### config.mk
export PLATFORM = sky130hd
export DESIGN_NAME = hsb_mod
export DESIGN_NICKNAME = d
export VERILOG_FILES = /design/src/sv/hsb_pkg.sv /design/src/sv/hsb_mod.sv
export SDC_FILE = /design/constraint.sdc
export NUM_CORES = 1
export LEC_CHECK = 0
export ABC_AREA = 1
export ABC_CLOCK_PERIOD_IN_PS = 3700
export BUFFER_PORTS_ARGS = -buffer_cell sky130_fd_sc_hd__buf_2
export CAP_MARGIN = 20
export CORE_UTILIZATION = 62
export DETAILED_ROUTE_END_ITERATION = 8
export MAX_ROUTING_LAYER = met4
export PLACE_DENSITY = 0.95
export SYNTH_ARGS = -nofsm -noshare
export SYNTH_HDL_FRONTEND = slang
export SYNTH_SLANG_ARGS = --single-unit
### constraint.sdc
create_clock -name clk -period 3.7 [get_ports clk]
set_input_delay 0.37 -clock clk [delete_from_list [all_inputs] [get_ports clk]]
set_output_delay 0.37 -clock clk [all_outputs]
set_load 0.01 [all_outputs]
### src/sv/hsb_pkg.sv
// shared types and constants for the hashed stack bucket table
// no dependencies
package hsb_pkg;

  localparam int VALUE_W = 32;
  localparam int CFG_W   = 5;
  localparam int TOTAL_W = 9;

  localparam int MAX_BUCKETS = 16;
  localparam int STACK_DEPTH = 16;

  typedef logic [1:0] status_t;

  localparam status_t ST_OK        = 2'd0;
  localparam status_t ST_NO_BUCKET = 2'd1;
  localparam status_t ST_EMPTY     = 2'd2;
  localparam status_t ST_FULL      = 2'd3;

  localparam logic [CFG_W-1:0] CFG_RESET = 5'd10;

endpackage

### src/sv/hsb_mod.sv
// bit-serial remainder unit: |dividend| mod divisor, one quotient bit per cycle
// depends on hsb_pkg
module hsb_mod #(
  parameter int NW = 5
) (
  input  logic                        clk,
  input  logic                        rst,
  input  logic                        start,
  input  logic [hsb_pkg::VALUE_W-1:0] dividend,
  input  logic [NW-1:0]               divisor,
  output logic                        done,
  output logic [NW-1:0]               rem
);
  import hsb_pkg::*;

  localparam int CW = $clog2(VALUE_W + 1);

  logic [VALUE_W-1:0] shreg;
  logic [NW-1:0]      dvs;
  logic [CW-1:0]      cnt;
  logic               busy;
  logic [NW:0]        trial;
  logic [NW:0]        trial_sub;

  assign trial     = {rem, shreg[VALUE_W-1]};
  assign trial_sub = trial - {1'b0, dvs};

  always_ff @(posedge clk) begin
    if (rst) begin
      busy <= 1'b0;
      done <= 1'b0;
      cnt  <= '0;
    end else begin
      done <= 1'b0;
      if (start) begin
        busy <= 1'b1;
        cnt  <= '0;
      end else if (busy) begin
        cnt <= cnt + 1'b1;
        if (cnt == CW'(VALUE_W - 1)) begin
          busy <= 1'b0;
          done <= 1'b1;
        end
      end
    end
  end

  always_ff @(posedge clk) begin
    if (start) begin
      shreg <= dividend[VALUE_W-1] ? (~dividend + 1'b1) : dividend;
      dvs   <= divisor;
      rem   <= '0;
    end else if (busy) begin
      shreg <= {shreg[VALUE_W-2:0], 1'b0};
      if (trial >= {1'b0, dvs}) begin
        rem <= trial_sub[NW-1:0];
      end else begin
        rem <= trial[NW-1:0];
      end
    end
  end

endmodule

# Yosys cells after proc, flatten, opt, wreduce, memory -nomap -nowiden
# Index checks and enable logic that the tools add are counted.
# Widths: inputs -> output; s select.
dict set report word_totals {
  ff_bits 50
  latchBits 0
  ramBits 0
  romBits 0
  in_bits 40
  wordCells 24
  n_memories 0
}
dict set report classes {
  n_addsub 3
  multipliers 0
  n_div 0
  order_cmp 1
  eq_ne 1
  shifts 0
  mux 8
  n_bitwise 2
  reduce_logical 3
}
# operator count
set ops {}
lappend ops {{$mux 32} 3}
lappend ops {{$add 32x1->32 const B} 1}
lappend ops {{$not 32->32} 1}
lappend ops {{$add 6x1->6 const B} 1}
lappend ops {{$eq 6x5->1 const B} 1}
lappend ops {{$ge 6x5->1} 1}
lappend ops {{$mux 5} 1}
lappend ops {{$sub 5x5->5} 1}
lappend ops {{$mux 1} 4}
lappend ops {{$reduce_or 3->1} 1}
lappend ops {{$reduce_bool 2->1} 1}
lappend ops {{$reduce_or 2->1} 1}
lappend ops {{$not 1->1} 1}

# Depth between registers and ports, before layout
dict set report logic_depth {
  word_depth 4
  depth_mapped 12
  depth_no_buf 12
}

# Worst setup path after synthesis
# Ideal clock, no wire load.
dict set report synth_timing {
  kind {input-to-reg}
  start {input start}
  end {register shreg[0] (enable)}
  arrival_ns 1.273
  required_time_ns 3.313
  setup_slack_ns 2.040
  stages 3
  cell_sequence {buf_2 nor2_1 inv_1}
}
dict set report synth_between {
  elab_chain_len 1
}
# item line
set synth_lines {}
lappend synth_lines {{start, declared} hsb_mod.sv:8} ;# input logic start,
lappend synth_lines {{$reduce_bool 2->1 (no line)} --}
lappend synth_lines {{end signal, assigned} hsb_mod.sv:50} ;# shreg <= dividend[VALUE_W-1] ? (~dividend + 1'b1) : dividend;
lappend synth_lines {{end signal, assigned} hsb_mod.sv:54} ;# shreg <= {shreg[VALUE_W-2:0], 1'b0};
lappend synth_lines {{end, declared} hsb_mod.sv:18} ;# logic [VALUE_W-1:0] shreg;
# Every way passes these cells.
# A chain may end at the register's enable or synchronous reset.

# Worst setup path after layout
dict set report layout_timing {
  start {register shreg[31]}
  end {register rem[2]}
}
dict set report layout_between {
  elab_chain_len 2
  word_cells_on_any_way 3
}
# item line
set layout_lines {}
lappend layout_lines {{$sub 5x5->5 / $ge 6x5->1 (equally long branches)} {hsb_mod.sv:26, hsb_mod.sv:55}}
lappend layout_lines {{$mux 5 (*)} hsb_mod.sv:55} ;# if (trial >= {1'b0, dvs}) begin
lappend layout_lines {{end signal, assigned} hsb_mod.sv:56} ;# rem <= trial_sub[NW-1:0];
lappend layout_lines {{end signal, assigned} hsb_mod.sv:58} ;# rem <= trial[NW-1:0];
lappend layout_lines {{end, declared} hsb_mod.sv:12} ;# output logic [NW-1:0] rem
# Every way passes the cells marked *; elsewhere a longest branch is shown, timed or not.

==> parameters.txt <==
Parameter                              Value

Floorplan
  Num rows    25
  I/O pin count    46
  Area of the die    5366 um^2
  Starting Density    65.35%
  Area of the core    slightly below 5000 um^2
  Floorplan die width    between 70 and 80 um
  Chip height    73.26 um

Route
  Wirelength per Cell    13.85 um
  Post-route ant nets    0
  Starting DRT DRC Count    213
  Number of vias per cell    5.526
  Router iterations before antenna repair    5
  Vias post-DR    slightly below 3k
  Residual DRC count    0
  Detailed-route wire length    7421 um

Setup path
  Critical path launch point type    flop
  Crit path arrival time    around 2.1 ns
  Delay of the slowest cell on the worst path    approximately 0.42 ns
  Buffers plus inverters on the worst setup path    3
  Type of the worst setup path    reg -> reg
  Worst path most repeated cell    sky130_fd_sc_hd__nand2_1
  Cells traversed along the worst timing path    inv_1, ha_1, inv_1, fa_1, nand3_1, nand2_1, nand2_1, nand2_2, inv_1, nand2_1, nand3_1, nand2_1
  Cell family with most CP delay    simple AND/OR/NAND/NOR gates
  Required @ worst endpoint    between 3 and 4 ns
  CP max stage cell    sky130_fd_sc_hd__edfxtp_1
  Sort of element at the end of the critical path    flop
  Crit path max fanout    7

Clock tree
  Maximum buffer depth of the clock tree    2
  Number of hold buffers added after CTS    0
  Clock tree from TritonCTS    yes
  Clk Tree Root Cell    sky130_fd_sc_hd__clkbuf_8
  Insertion delay of the later-clocked pin in the worst-skew pair    between 0.3 and 0.4 ns
  Number of gates resized after CTS    0
  Worst-path clk slew    around 0.1 ns
  Total CTS buffers    5
  Clock H-tree levels    2
  Number of clock sinks    50
  Setup repair bufs after CTS    0

GRT
  Grt ovf    0
  Number of global-route vias before repair    around 2.6k
  Met3 routing resource usage after global routing    just under 5%
  All-Layer GR Usage    29.37%
  GR Util met1    32.64%
  Met2 usage in global routing    51.85%
  Wire length of the first global-routing pass    roughly 11000 um
  Pin count of the biggest net entering global routing    42
  Initial antenna violation count    0
  Busiest grt layer    met2

Synthesis
  Top_reg_cell synth    sky130_fd_sc_hd__edfxtp_1
  Library cells used by synthesis    32
  Part of the Yosys area used for sequential elements    around 44%
  Synth Warn #    0
  FFs w/ async S/R, synth    0%
  Yosys reg bits    50
  Number of nets produced by synthesis    approximately 470
  Cell area after synthesis    around 3100 um^2
  Number of synthesized flops with an enable pin    37
  Cells after Synth    around 420
  Mapped Avg Cell Area    around 7.4 um^2

Timing
  Setup-violating endpoint count in the final report    0
  Final Max Slew Viols    0
  Period minus WS final    between 1.5 and 2 ns
  Relative max-transition margin    approximately 64%
  Final hold violation count    0
  Clock Skews    0.01442 ns
  Achievable clock frequency    approximately 530 MHz
  Period utilisation layout    between 50% and 60%
  Transition time at the pin with the least slew margin    ~0.54 ns
  Unrepaired setup endpoints after global routing    false
  Sum of negative setup slack    0 ns

Finish
  Synth-to-Final Area Change    13.31%
  Antenna diode instance count    0
  Final Instance Area    between 3000 and 4000 um^2
  Net count, final    approximately 520
  Core occupancy in the finished layout    approximately three quarters
  Proportion of layout cells with a drive suffix above 1    around 15%

Power
  Power density over the cells    378.9 nW/um^2
  Maximum ir drop on the vdd rail    ~350 uV
  Leakage power    0.001659 uW

Min path
  Min-Delay Path Class    in -> reg

Placed design
  Gp weighted congestion    about 0.88
  Post-detailed-placement half-perimeter wirelength    between 5000 and 6000 um
  PortBufs    between 40 and 50
  Cell Area, Placed    about 3400 um^2

Run status
  Run status    complete, no violations

Job
  Max-capacitance violation count    0
-- cells by family after synthesis --
kind of cell | share of synthesized area (%)
DFF | 43.56
AOI/OAI and AO/OA | 6.360
and+or+nand+nor | 35.85
xor gates and xnor gates | 3.895
adders and majority gates | 3.418
buffers and inverters | 6.915
-- synth_stat cells, types with 3 or more instances --
master / instances / area share, %
sky130_fd_sc_hd__nor3_1: 5 / 0.79
sky130_fd_sc_hd__nand4_1: 5 / 0.99
sky130_fd_sc_hd__buf_2: 3 / 0.48
sky130_fd_sc_hd__nand3b_1: 5 / 1.2
sky130_fd_sc_hd__edfxtp_1: 37 / 35
sky130_fd_sc_hd__ha_1: 7 / 2.8
sky130_fd_sc_hd__xnor2_1: 7 / 1.9
sky130_fd_sc_hd__nor2_2: 4 / 0.79
sky130_fd_sc_hd__inv_1: 43 / 5.1
sky130_fd_sc_hd__nand3_1: 48 / 7.6
sky130_fd_sc_hd__nand2_1: 136 / 16
sky130_fd_sc_hd__nor2_1: 45 / 5.4
sky130_fd_sc_hd__xor2_1: 7 / 1.9
sky130_fd_sc_hd__a31oi_1: 3 / 0.60
sky130_fd_sc_hd__o21ai_0: 20 / 3.2
sky130_fd_sc_hd__o21ai_1: 5 / 0.79
sky130_fd_sc_hd__clkbuf_1: 3 / 0.36
sky130_fd_sc_hd__a21oi_1: 5 / 0.79
sky130_fd_sc_hd__nand2_2: 6 / 1.2
sky130_fd_sc_hd__dfxtp_1: 13 / 8.3
-- per-stage QoR --
stage	instances	setup slack [ns]	total power (uW)	hold WS, ns
global placement	527	1.641	947.8	0.4672
CTS	535	1.772	1349	0.2164
global route	536	1.676	1418	0.2132
detailed placement	527	1.473	961.6	0.4827
finish	536	1.816	1351	0.2252
floorplan	423	2.040	877.6	0.4522
-- area by class of cell --
cell class	count	area [um^2]
Sequential cell	50	1371
Clock buffer	7	107.6
Inverter	45	168.9
Clock inverter	1	8.758
Multi-Input combinational cell	318	1559
Tap cell	67	83.83
Fill cell	376	1250
Timing Repair Buffer	48	267.8
-- flip-flops by register name (all words and copies together), names as in the netlist --
signal / flops
done: 1
busy: 1
shreg: 32
cnt: 6
rem: 5
dvs: 5
-- layout by cell type (no fill, tap or decap), types with 2 or more instances in the layout --
cell type / n
sky130_fd_sc_hd__nor2_2: 4
sky130_fd_sc_hd__nor3_1: 5
sky130_fd_sc_hd__nor2_1: 45
sky130_fd_sc_hd__xor2_1: 7
sky130_fd_sc_hd__inv_2: 2
sky130_fd_sc_hd__nand2_1: 136
sky130_fd_sc_hd__nand2_2: 6
sky130_fd_sc_hd__o21ai_0: 20
sky130_fd_sc_hd__edfxtp_1: 37
sky130_fd_sc_hd__a31oi_1: 3
sky130_fd_sc_hd__nand3b_1: 5
sky130_fd_sc_hd__nand3_1: 48
sky130_fd_sc_hd__inv_1: 43
sky130_fd_sc_hd__ha_1: 7
sky130_fd_sc_hd__o21ai_1: 5
sky130_fd_sc_hd__dfxtp_1: 13
sky130_fd_sc_hd__buf_2: 45
sky130_fd_sc_hd__nand4_1: 5
sky130_fd_sc_hd__clkbuf_8: 6
sky130_fd_sc_hd__xnor2_1: 7
sky130_fd_sc_hd__nor2_4: 2
sky130_fd_sc_hd__a21oi_1: 5
sky130_fd_sc_hd__buf_4: 2
-- power by group --
group	switching, uW	internal [uW]
Combinational	171	98.8
Clock	198	196
Sequential	22.5	666
Total	391	960
-- worst paths after layout --
kind,startpoint,to,slack (ns),cells past startpoint
setup / recovery,shreg[31],rem[2],1.82,12
hold / removal,divisor[4],dvs[4],0.23,1
setup reg to reg,shreg[31],rem[2],1.82,12
hold reg to reg,cnt[3],cnt[3],0.50,2
-- per-layer routing --
| metal | vias to the layer above | share of wire, % |
|---|---|---|
| met5 | - | 0 |
| met4 | 0 | 2.3 |
| met2 | 146 | 51 |
| met3 | 22 | 6.4 |
| met1 | 1328 | 40 |
| li1 | 1466 | - |
No activity file was read; power rests on OpenSTA's default activity.
